==> config.mk <==
export PLATFORM = sky130hd
export DESIGN_NAME = tick_task_scheduler_table
export DESIGN_NICKNAME = d
export VERILOG_FILES = /design/src/hw/rtl/tts_pkg.sv /design/src/hw/rtl/tts_slot_alu.sv /design/src/hw/rtl/tick_task_scheduler_table.sv
export VERILOG_INCLUDE_DIRS = /design/src /design/src/hw/rtl
export SDC_FILE = /design/constraint.sdc
export NUM_CORES = 1
export LEC_CHECK = 0
export BUFFER_PORTS_ARGS = -buffer_cell sky130_fd_sc_hd__clkbuf_2
export CAP_MARGIN = 0
export CELL_PAD_IN_SITES_DETAIL_PLACEMENT = 0
export CELL_PAD_IN_SITES_GLOBAL_PLACEMENT = 1
export CORE_MARGIN = 2
export CORE_UTILIZATION = 30
export CTS_BUF_LIST = sky130_fd_sc_hd__clkbuf_8
export DETAILED_ROUTE_END_ITERATION = 10
export GPL_ROUTABILITY_DRIVEN = 1
export MAX_ROUTING_LAYER = met4
export PLACE_DENSITY = 0.58
export SYNTH_ARGS = -nofsm -noshare
export SYNTH_HDL_FRONTEND = slang
export SYNTH_HIERARCHICAL = 1
export SYNTH_SLANG_ARGS = --single-unit
==> constraint.sdc <==
create_clock -name clk -period 9.9 [get_ports clk]
set_input_delay 1.485 -clock clk [delete_from_list [all_inputs] [get_ports clk]]
set_output_delay 1.485 -clock clk [all_outputs]
set_load 0.005 [all_outputs]
==> src/hw/rtl/tick_task_scheduler_table_assert.svh <==
// assertion macros for the tick task scheduler table
// used by the rtl files that carry concurrent checks; no other dependencies
`ifndef TICK_TASK_SCHEDULER_TABLE_ASSERT_SVH
`define TICK_TASK_SCHEDULER_TABLE_ASSERT_SVH
`ifndef SYNTH
`define TTS_ASSERT(lbl, clk, rst_n, prop, msg) \
  lbl: assert property (@(posedge clk) disable iff (!rst_n) prop) else $error(msg);
`define TTS_ASSERT_ALWAYS(lbl, clk, prop, msg) \
  lbl: assert property (@(posedge clk) prop) else $error(msg);
`else
`define TTS_ASSERT(lbl, clk, rst_n, prop, msg)
`define TTS_ASSERT_ALWAYS(lbl, clk, prop, msg)
`endif
`endif

==> src/hw/rtl/tts_pkg.sv <==
// shared types and constants of the tick task scheduler table
// no dependencies
`default_nettype none
package tts_pkg;

  localparam int MAX_OUT = 8;
  localparam int CNT_W   = $clog2(MAX_OUT);
  localparam logic [15:0] TICK_RESET = 16'd50;
  localparam logic signed [33:0] DELAY_FLOOR = -34'sd2147483648;

  typedef enum logic [1:0] {
    OP_TICK = 2'd0,
    OP_ADD  = 2'd1,
    OP_DEL  = 2'd2,
    OP_DISP = 2'd3
  } op_t;

  typedef enum logic [2:0] {
    ST_DONE = 3'd0,
    ST_FULL = 3'd1,
    ST_OOR  = 3'd2,
    ST_DUE  = 3'd3,
    ST_NONE = 3'd4
  } status_t;

  typedef enum logic [2:0] {
    S_IDLE = 3'b001,
    S_WALK = 3'b010,
    S_FIN  = 3'b100
  } state_t;

  typedef struct packed {
    logic [31:0] time_left;  // delay after tick, reloaded when due if the reload period is nonzero
    logic [15:0] pend_tick;  // run count after a tick
    logic [15:0] pend_disp;  // run count after a dispatch
    logic        due;
    logic        one_shot;
  } alu_res_t;

endpackage
`default_nettype wire

==> src/hw/rtl/tts_slot_alu.sv <==
// shared slot update unit: delay subtract with floor, run count step, reload
// depends on tts_pkg
`default_nettype none
module tts_slot_alu (
  input  wire logic [31:0]     time_left,
  input  wire logic [15:0]     reload,
  input  wire logic [15:0]     pending,
  input  wire logic [15:0]     tick_amount,
  output tts_pkg::alu_res_t    res
);

  logic signed [33:0] diff;
  logic signed [33:0] sat;

  always_comb begin
    diff = $signed({{2{time_left[31]}}, time_left}) - $signed({18'd0, tick_amount});
    sat  = (diff < tts_pkg::DELAY_FLOOR) ? tts_pkg::DELAY_FLOOR : diff;
    res.due = sat[33] || (sat == 34'sd0);
    if (res.due && (reload != 16'd0)) begin
      res.time_left = {16'd0, reload};
    end else begin
      res.time_left = sat[31:0];
    end
    // run count saturates at the top
    if (res.due && (pending != 16'hFFFF)) begin
      res.pend_tick = pending + 16'd1;
    end else begin
      res.pend_tick = pending;
    end
    res.pend_disp = pending - 16'd1;
    res.one_shot  = (reload == 16'd0);
  end

endmodule
`default_nettype wire

==> src/hw/rtl/tick_task_scheduler_table.sv <==
// Task table with NUM_SLOTS slots driven by a small sequencer that walks the slots one per
// cycle through a single shared update unit. One item is taken at a time (in_tready is high
// only when the sequencer is idle). Tick walks every slot, dispatch every slot or to its
// eighth due slot, add to the first free slot or the last, delete only the named slot.
// Dispatch reports up to eight due slots as separate beats in slot order, the final beat
// flagged by out_tlast, and its walk pauses while out_tready holds back an earlier beat.
// The slot walk through the shared unit sets the rate. The user must write tick_amount
// through cfg_wr_en and cfg_wr_data while idle; the block itself does not enforce this.
// depends on tts_pkg, tts_slot_alu and tick_task_scheduler_table_assert.svh
`default_nettype none
`include "tick_task_scheduler_table_assert.svh"
module tick_task_scheduler_table #(
  parameter int NUM_SLOTS = 8
) (
  input  wire logic        clk,
  input  wire logic        rst_n,
  input  wire logic        cfg_wr_en,
  input  wire logic [15:0] cfg_wr_data,   // tick_amount
  input  wire logic        in_tvalid,
  output      logic        in_tready,
  input  wire logic [39:0] in_tdata,      // slot[2:0], first_delay[18:3], period[34:19]
  input  wire logic [1:0]  in_tuser,      // func[1:0]
  output      logic        out_tvalid,
  input  wire logic        out_tready,
  output      logic [39:0] out_tdata,     // slot_out[2:0], runs_left[18:3], elapsed_ms[34:19]
  output      logic [2:0]  out_tuser,     // status[2:0]
  output      logic        out_tlast
);

  localparam int IDX_W = (NUM_SLOTS > 1) ? $clog2(NUM_SLOTS) : 1;
  localparam int CW    = tts_pkg::CNT_W;

  // slot table
  logic [NUM_SLOTS-1:0] used_r;
  logic [31:0]          time_mem [NUM_SLOTS];
  logic [15:0]          rel_mem  [NUM_SLOTS];
  logic [15:0]          pend_mem [NUM_SLOTS];

  tts_pkg::state_t  state_r, state_nxt;
  tts_pkg::op_t     op_r, op_nxt;
  logic [2:0]       slot_r, slot_nxt;
  logic             oor_r, oor_nxt;
  logic [15:0]      delay_r, delay_nxt;
  logic [15:0]      period_r, period_nxt;
  logic [IDX_W-1:0] idx_r, idx_nxt;
  logic [CW-1:0]    cnt_r, cnt_nxt;
  logic             held_vld_r, held_vld_nxt;
  logic [2:0]       held_slot_r, held_slot_nxt;
  logic [15:0]      held_runs_r, held_runs_nxt;
  tts_pkg::status_t res_status_r, res_status_nxt;
  logic [2:0]       res_slot_r, res_slot_nxt;
  logic [15:0]      res_runs_r, res_runs_nxt;
  logic [15:0]      elapsed_r, elapsed_nxt;
  logic [15:0]      tick_r;

  logic             out_valid_r, out_valid_nxt;
  tts_pkg::status_t out_status_r, out_status_nxt;
  logic [2:0]       out_slot_r, out_slot_nxt;
  logic [15:0]      out_runs_r, out_runs_nxt;
  logic [15:0]      out_elapsed_r, out_elapsed_nxt;
  logic             out_last_r, out_last_nxt;

  // table write port, always at idx_r
  logic             we_time, we_rel, we_pend, we_used;
  logic [31:0]      wd_time;
  logic [15:0]      wd_rel, wd_pend;
  logic             wd_used;

  logic             accept, out_free, last_idx, cur_used, fin_st;
  logic [15:0]      pend_eff;
  tts_pkg::alu_res_t alu;

  assign accept   = in_tvalid && in_tready;
  assign out_free = !out_valid_r || out_tready;
  assign last_idx = (idx_r == IDX_W'(NUM_SLOTS - 1));
  assign cur_used = used_r[idx_r];
  assign pend_eff = cur_used ? pend_mem[idx_r] : 16'd0;
  assign fin_st   = (state_r == tts_pkg::S_FIN);

  tts_slot_alu u_alu (
    .time_left   (time_mem[idx_r]),
    .reload      (rel_mem[idx_r]),
    .pending     (pend_eff),
    .tick_amount (tick_r),
    .res         (alu)
  );

  assign in_tready  = (state_r == tts_pkg::S_IDLE);
  assign out_tvalid = out_valid_r;
  assign out_tdata  = {5'd0, out_elapsed_r, out_runs_r, out_slot_r};
  assign out_tuser  = out_status_r;
  assign out_tlast  = out_last_r;

  always_comb begin
    state_nxt       = state_r;
    op_nxt          = op_r;
    slot_nxt        = slot_r;
    oor_nxt         = oor_r;
    delay_nxt       = delay_r;
    period_nxt      = period_r;
    idx_nxt         = idx_r;
    cnt_nxt         = cnt_r;
    held_vld_nxt    = held_vld_r;
    held_slot_nxt   = held_slot_r;
    held_runs_nxt   = held_runs_r;
    res_status_nxt  = res_status_r;
    res_slot_nxt    = res_slot_r;
    res_runs_nxt    = res_runs_r;
    elapsed_nxt     = elapsed_r;
    out_valid_nxt   = out_valid_r && !out_tready;
    out_status_nxt  = out_status_r;
    out_slot_nxt    = out_slot_r;
    out_runs_nxt    = out_runs_r;
    out_elapsed_nxt = out_elapsed_r;
    out_last_nxt    = out_last_r;
    we_time = 1'b0;
    we_rel  = 1'b0;
    we_pend = 1'b0;
    we_used = 1'b0;
    wd_time = alu.time_left;
    wd_rel  = period_r;
    wd_pend = alu.pend_tick;
    wd_used = 1'b0;

    unique case (state_r)
      tts_pkg::S_IDLE: begin
        if (accept) begin
          op_nxt       = tts_pkg::op_t'(in_tuser);
          slot_nxt     = in_tdata[2:0];
          oor_nxt      = ({29'd0, in_tdata[2:0]} >= 32'(NUM_SLOTS));
          delay_nxt    = in_tdata[18:3];
          period_nxt   = in_tdata[34:19];
          idx_nxt      = (tts_pkg::op_t'(in_tuser) == tts_pkg::OP_DEL) ?
                         IDX_W'(in_tdata[2:0]) : '0;
          cnt_nxt      = '0;
          held_vld_nxt = 1'b0;
          if (tts_pkg::op_t'(in_tuser) == tts_pkg::OP_TICK) begin
            elapsed_nxt = elapsed_r + tick_r;
          end
          state_nxt = tts_pkg::S_WALK;
        end
      end

      tts_pkg::S_WALK: begin
        unique case (op_r)
          tts_pkg::OP_TICK: begin
            if (cur_used) begin
              we_time = 1'b1;
              we_pend = 1'b1;
            end
            if (last_idx) begin
              res_status_nxt = tts_pkg::ST_DONE;
              res_slot_nxt   = 3'd0;
              res_runs_nxt   = 16'd0;
              state_nxt      = tts_pkg::S_FIN;
            end else begin
              idx_nxt = idx_r + IDX_W'(1);
            end
          end

          tts_pkg::OP_ADD: begin
            res_runs_nxt = 16'd0;
            if (!cur_used) begin
              we_used        = 1'b1;
              wd_used        = 1'b1;
              we_time        = 1'b1;
              wd_time        = {16'd0, delay_r};
              we_rel         = 1'b1;
              we_pend        = 1'b1;
              wd_pend        = 16'd0;
              res_status_nxt = tts_pkg::ST_DONE;
              res_slot_nxt   = 3'(idx_r);
              state_nxt      = tts_pkg::S_FIN;
            end else if (last_idx) begin
              res_status_nxt = tts_pkg::ST_FULL;
              res_slot_nxt   = 3'd0;
              state_nxt      = tts_pkg::S_FIN;
            end else begin
              idx_nxt = idx_r + IDX_W'(1);
            end
          end

          tts_pkg::OP_DEL: begin
            res_slot_nxt = slot_r;
            res_runs_nxt = 16'd0;
            if (oor_r) begin
              res_status_nxt = tts_pkg::ST_OOR;
            end else begin
              // a freed slot reads as zero runs, the rest is rewritten by add
              we_used        = 1'b1;
              wd_used        = 1'b0;
              res_status_nxt = tts_pkg::ST_DONE;
            end
            state_nxt = tts_pkg::S_FIN;
          end

          tts_pkg::OP_DISP: begin
            if (pend_eff != 16'd0) begin
              // hold the walk while the previous due beat cannot move out
              if (!(held_vld_r && !out_free)) begin
                we_pend = 1'b1;
                wd_pend = alu.pend_disp;
                if (alu.one_shot) begin
                  we_used = 1'b1;
                  wd_used = 1'b0;
                end
                if (held_vld_r) begin
                  out_valid_nxt   = 1'b1;
                  out_status_nxt  = tts_pkg::ST_DUE;
                  out_slot_nxt    = held_slot_r;
                  out_runs_nxt    = held_runs_r;
                  out_elapsed_nxt = elapsed_r;
                  out_last_nxt    = 1'b0;
                end
                cnt_nxt = cnt_r + CW'(1);
                if (last_idx || (cnt_r == CW'(tts_pkg::MAX_OUT - 1))) begin
                  held_vld_nxt   = 1'b0;
                  res_status_nxt = tts_pkg::ST_DUE;
                  res_slot_nxt   = 3'(idx_r);
                  res_runs_nxt   = alu.pend_disp;
                  state_nxt      = tts_pkg::S_FIN;
                end else begin
                  held_vld_nxt  = 1'b1;
                  held_slot_nxt = 3'(idx_r);
                  held_runs_nxt = alu.pend_disp;
                  idx_nxt       = idx_r + IDX_W'(1);
                end
              end
            end else if (last_idx) begin
              if (held_vld_r) begin
                res_status_nxt = tts_pkg::ST_DUE;
                res_slot_nxt   = held_slot_r;
                res_runs_nxt   = held_runs_r;
              end else begin
                res_status_nxt = tts_pkg::ST_NONE;
                res_slot_nxt   = 3'd0;
                res_runs_nxt   = 16'd0;
              end
              held_vld_nxt = 1'b0;
              state_nxt    = tts_pkg::S_FIN;
            end else begin
              idx_nxt = idx_r + IDX_W'(1);
            end
          end

          default: begin
            state_nxt = tts_pkg::S_IDLE;
          end
        endcase
      end

      tts_pkg::S_FIN: begin
        if (out_free) begin
          out_valid_nxt   = 1'b1;
          out_status_nxt  = res_status_r;
          out_slot_nxt    = res_slot_r;
          out_runs_nxt    = res_runs_r;
          out_elapsed_nxt = elapsed_r;
          out_last_nxt    = 1'b1;
          state_nxt       = tts_pkg::S_IDLE;
        end
      end

      default: begin
        state_nxt = tts_pkg::S_IDLE;
      end
    endcase
  end

  always_ff @(posedge clk) begin
    if (!rst_n) begin
      state_r     <= tts_pkg::S_IDLE;
      used_r      <= '0;
      elapsed_r   <= 16'd0;
      tick_r      <= tts_pkg::TICK_RESET;
      held_vld_r  <= 1'b0;
      out_valid_r <= 1'b0;
      cnt_r       <= '0;
    end else begin
      state_r     <= state_nxt;
      elapsed_r   <= elapsed_nxt;
      held_vld_r  <= held_vld_nxt;
      out_valid_r <= out_valid_nxt;
      cnt_r       <= cnt_nxt;
      if (we_used) begin
        used_r[idx_r] <= wd_used;
      end
      if (cfg_wr_en) begin
        tick_r <= cfg_wr_data;
      end
    end
  end

  always_ff @(posedge clk) begin
    op_r          <= op_nxt;
    slot_r        <= slot_nxt;
    oor_r         <= oor_nxt;
    delay_r       <= delay_nxt;
    period_r      <= period_nxt;
    idx_r         <= idx_nxt;
    held_slot_r   <= held_slot_nxt;
    held_runs_r   <= held_runs_nxt;
    res_status_r  <= res_status_nxt;
    res_slot_r    <= res_slot_nxt;
    res_runs_r    <= res_runs_nxt;
    out_status_r  <= out_status_nxt;
    out_slot_r    <= out_slot_nxt;
    out_runs_r    <= out_runs_nxt;
    out_elapsed_r <= out_elapsed_nxt;
    out_last_r    <= out_last_nxt;
    if (we_time) begin
      time_mem[idx_r] <= wd_time;
    end
    if (we_rel) begin
      rel_mem[idx_r] <= wd_rel;
    end
    if (we_pend) begin
      pend_mem[idx_r] <= wd_pend;
    end
  end

  `TTS_ASSERT(a_busy_after_accept, clk, rst_n, accept |=> !in_tready, "ready after accept")
  `TTS_ASSERT(a_held_disp, clk, rst_n, held_vld_r |-> (op_r == tts_pkg::OP_DISP), "held beat")
  `TTS_ASSERT(a_fin_hold, clk, rst_n, fin_st && !out_free |=> fin_st, "final beat dropped")
  `TTS_ASSERT_ALWAYS(a_reset_no_out, clk, !rst_n |=> !out_tvalid, "output valid after reset")

endmodule
`default_nettype wire

Word level (Yosys, flattened, before mapping)
Memory sizes are Yosys's and may differ from the RTL's. A register that Yosys moved wholly into a read port is not among the register bits.
Cells that the tools add are included.
{ "classes": {"n_reduce_logical": 32, "n_bitwise": 2, "magnitude_cmp": 3, "eq_ne": 28, "n_mux": 131, "add_sub_neg": 6} }
{ "ops": {"columns": ["cell", "n"], "rows": [
  ["2-to-1 mux 16 bit", 22],
  ["2-to-1 mux 3 bit", 46],
  ["2-to-1 mux 32 bit", 4],
  ["case mux 16 bit (2 select lines)", 3],
  ["case mux 16 bit (3 select lines)", 1],
  ["2-to-1 mux 1 bit", 36],
  ["case mux 3 bit (4 select lines)", 3],
  ["logical NOT 34 bit", 1],
  ["less-than comparator 34 x 32 -> 1 bit (second input constant)", 1],
  ["2-to-1 mux 34 bit", 1],
  ["subtractor 32 x 17 -> 33 bit", 1],
  ["nonzero test 16 bit", 2],
  ["case mux 3 bit (2 select lines)", 4],
  ["!= test 3 bit (second input constant)", 7],
  ["AND reduction 5 bit", 4],
  ["case mux 3 bit (3 select lines)", 2],
  ["AND reduction 6 bit", 3],
  ["adder 16 x 1 -> 16 bit (second input constant)", 1],
  ["adder 16 bit", 1],
  ["logical NOT 16 bit", 1],
  ["!= test 16 bit (second input constant)", 1],
  ["subtractor 16 x 1 -> 16 bit (second input constant)", 1],
  ["!= test 2 bit (second input constant)", 6],
  ["!= test 4 bit (second input constant)", 3],
  ["25 further kinds", 47]
]} }
{ "totals": {"memories": 3, "out_inout_bits": 46, "reg_bits": 168, "mem_bits_rw": 512, "inputBits": 63, "word_cells": 227} }
{ "memory_table": {"columns": ["memory", "words", "word_bits", "read_ports", "rd_ports_with_merged_regs", "write_ports", "line", "text"], "rows": [
  ["time_mem", 8, 32, 1, 1, 1, "tick_task_scheduler_table.sv:35", "logic [31:0] time_mem [NUM_SLOTS];"],
  ["pend_mem", 8, 16, 1, 1, 1, "tick_task_scheduler_table.sv:37", "logic [15:0] pend_mem [NUM_SLOTS];"],
  ["rel_mem", 8, 16, 1, 1, 1, "tick_task_scheduler_table.sv:36", "logic [15:0] rel_mem [NUM_SLOTS];"]
]} }

Logic depth before layout (Yosys ltp)
{ "depth": {"word_depth": 11, "mapped_depth": 27, "mapped_depth_nobuf": 19} }

Hierarchy
The synthesis kept the hierarchy.
{ "by_module_without_submodules": {"columns": ["mod", "area_per_inst_um2", "cells_each", "seq_area_each_um2", "instances"], "rows": [
  ["tick_task_scheduler_table", 27617.7, 1558, 19999.2, 1],
  ["tts_slot_alu", 2537.4, 401, 0.0, 1]
]} }

Worst setup path before layout
Ideal clock, no wire load.
{ "synth_timing": {"kind": "reg2reg", "start": "reg with a tool-made name", "end": "mem pend_mem[0][10] (data pin)", "slack_ps": 3536, "synth_period_minus_slack_ps": 6364, "required_ps": 9635, "setup_time_ps": 265, "t_arrival_ps": 6099, "stages_incl_launch_ff": 26, "n_path_buf": 6, "cell_sequence": "dfxtp_1 buf_2 buf_2 buf_2 buf_1 clkbuf_1 mux4_2 mux2_2 inv_1 ha_1 inv_1 fa_1 a211oi_1 o211ai_1 a21o_1 a211o_1 nor4_1 xnor2_1 o2111ai_1 a2111oi_2 or2_1 buf_6 nand4_1 xnor2_1 mux2i_1 o21ai_0"} }
{ "synth_rtl": {"columns": ["item", "line"], "rows": [
  ["end, declared", "tick_task_scheduler_table.sv:37"]
]} }

==> flow_summary.ini <==
[layout]
largest_reg_flops = 256
largestRegisters = time_mem (256), pend_mem (128), rel_mem (128)
layout-drive-gt1-share_pct = 25.27
fin_nets = 2210
top_register = time_mem
areaGrowthSynthToFinish_pct = 13.90
fillCellCount = 9642

[global_routing]
antenna_found_initial = 1
track_usage_pct = 14.66
grt_first_pass_wirelength_mm = 111.5
grt-ovfl-total = 0
grt_max_degree = 68
grt_pass1_vias = 18010

[sta]
hold_viol_final = 0
rsz0062_at_grt = no
fmax_ghz = 0.1300
min_period_ps = 7695
tightest_slew_ps = 1220
finalSetupViolations = 0
min_period_over_period_pct = 77.73
hold_ws_ps = 461.3
setup_tns_ps = 0
layout_setup_ws_ps = 2205
final_max_slew_viol_count = 0
slew_headroom_pct = 18.43
skew_ps = 26.61

[synthesis]
syn_area_per_cell_um2 = 15.39
synth_edf_count = 632
post-synth-top-count-cell = edfxtp_1
synthArstFlopShare_pct = 0
ys.flop_type = edfxtp_1
synth_commonest_cells = edfxtp_1, nor2_1, nand2_1
yosysWarnings = 6
synth_area_um2 = 30160
yosys-top-cells-area = edfxtp_1, mux4_2, dfxtp_1
synth_cell_types = 85
yosys.area.top_type = edfxtp_1
synthCells = 1959
ys_seq_area_share_pct = 66.32
ys_seq_elements = 683
netlist.area_leader.share_pct = 62.94

[clock_network]
path_clk_slew_ps = 60
clock_path_buffers = 3
post-cts-setup-buffer-count = 0
clock-root-buffer = clkbuf_8
htreeDepth = 3
insertion_delay_ps = 740
cts_tree = done
holdBufCountCts = 0
cts_resized = 0
cts-buffers-inserted = 112
cts.sinks = 683

[outcome]
status = complete, no violations

[setup_path]
critPathKind = flip-flop to flip-flop
cp.required_ps = 10320
rrSetupSlack_ps = 2210
crit_path_end_kind = flip-flop
reg2regPathDepth = 17
critPathArrivalTime_ps = 8120
cp-start-kind = flip-flop
critPathMaxFanout = 40
worstReg2RegEnd = pend_mem[4][10]

[detailed_routing]
avgRoutedWirePerCell_um = 21.17
vias = 17400
first_iter_violations = 1246
ant_nets = 0
first_pass_iters = 5
routed_via_density = 4.973
drt_wl_total_mm = 74.07
drc = 0

[floorplan]
start_util_pct = 30.20
rows = 116
io_pins = 109
dieArea_um2 = 103100
die_height_um = 321.0
die_w_um = 321.0
core_um2 = 99860

[power_and_ir_drop]
internal_power_mw = 5.236
p_clk_share_pct = 31.5
seq_power_share_pct = 47.4
p_sw_mw = 2.205
vdd_ir_drop_max_v = 0.00009306
swShare_pct = 29.64
p_per_area_nw_per_um2 = 216.7
p_comb_share_pct = 21.1
p_leak_nw = 11.26

[hold_path]
hold_class = flip-flop to flip-flop
hold_end = cnt_r[2]
hp-start = cnt_r[2]
min_delay_path_depth = 2

[job]
drv_cap = 0

[placed_design]
dpl_worst_slack_ps = 2132
place_congestion = 0.8305
dp_hpwl_mm = 47.84
port_buffers = 98
-- worst max-delay path, stage by stage, from the launching register on --
cell,delay [ps]
dfxtp_4,830
buf_4,560
mux4_2,560
mux2_2,280
ha_1,400
a21oi_1,510
o211ai_1,250
a21o_1,260
a211oi_1,640
nand2_1,110
mux2i_1,170
nand2_1,340
a2111oi_2,480
or2_1,620
nand4_1,220
xnor2_1,310
mux2i_1,120
o21ai_0,670
-- layer usage --
metal / up-vias / track usage, % / wire length [µm]
met5: - / - / 0
met4: 0 / 3.988 / 1143
met1: 8891 / 19.09 / 33500
met2: 431 / 23.74 / 36080
li1: 7977 / - / -
met3: 102 / 2.443 / 3338
-- placed cells by master, fill, tap and decap left out, drive strengths merged, types with 19 or more instances in the layout --
cell type and count:
edfxtp 632, clkbuf 212, nor2 134, nand2 133, mux4 129, inv 91, mux2 85, a21oi 64
o21ai 55, dfxtp 51, clkinv 51, nor3 43, buf 42, nand3 41, ha 38, xnor2 36
mux2i 27, and2 27, a31oi 23, xor2 20, nor4 19, and3 19
-- layout make-up --
cell class	count	area (µm²)	area share, %
Timing Repair Buffer	140	805.8	2.346
Antenna cell	1	2.502	0.007286
Clock buffer	114	1569	4.568
Inverter	58	217.7	0.6339
Sequential cell	683	20010	58.26
Tap cell	1298	1624	4.728
Multi-Input combinational cell	1112	9563	27.84
Clock inverter	93	554.3	1.614
-- power by group through the flow --
stage               Clock, mW  Combinational (mW)  Sequential (mW)
CTS                      2.44                1.59             3.53
global placement            0                1.56             3.59
detailed placement          0                1.58             3.59
floorplan                   0                1.20             3.49
finish                   2.35                1.57             3.53
global route             2.56                1.72             3.54
-- per-stage QoR --
stage | power [mW] | cells | cell area [µm²] | utilization, %
detailed placement | 5.173 | 3291 | 32220 | 32.27
global route | 7.825 | 3499 | 34350 | 34.40
finish | 7.442 | 3499 | 34350 | 34.40
floorplan | 4.686 | 1963 | 30170 | -
global placement | 5.142 | 3291 | 32220 | 32.27
CTS | 7.562 | 3498 | 34340 | 34.39
-- logic make-up after synthesis --
kind of cell / count (synthesis) / share of synthesized area (%)
AOI/OAI and AO/OA: 256 / 5.772
xor gates and xnor gates: 56 / 1.626
adders and majority gates: 40 / 1.709
buffers and inverters: 168 / 2.365
DFF: 683 / 66.32
muxes: 241 / 13.72
other: 1 / 0.01244
and+or+nand+nor: 514 / 8.477
-- how the worst max path moves through the flow --
stage	from	endpoint	slack [ps]	cells past startpoint
6_report	flip-flop	pend_mem[4][10]	2210	17
3_3_place_gp	flip-flop	pend_mem[5][10]	2280	17
3_5_place_dp	flip-flop	pend_mem[5][10]	2130	16
5_1_grt	flip-flop	pend_mem[0][10]	1510	17
2_1_floorplan	flip-flop	pend_mem[0][10]	3540	25
4_1_cts	flip-flop	pend_mem[4][10]	2110	16
Note: power is estimated with default switching activity, not from simulation.
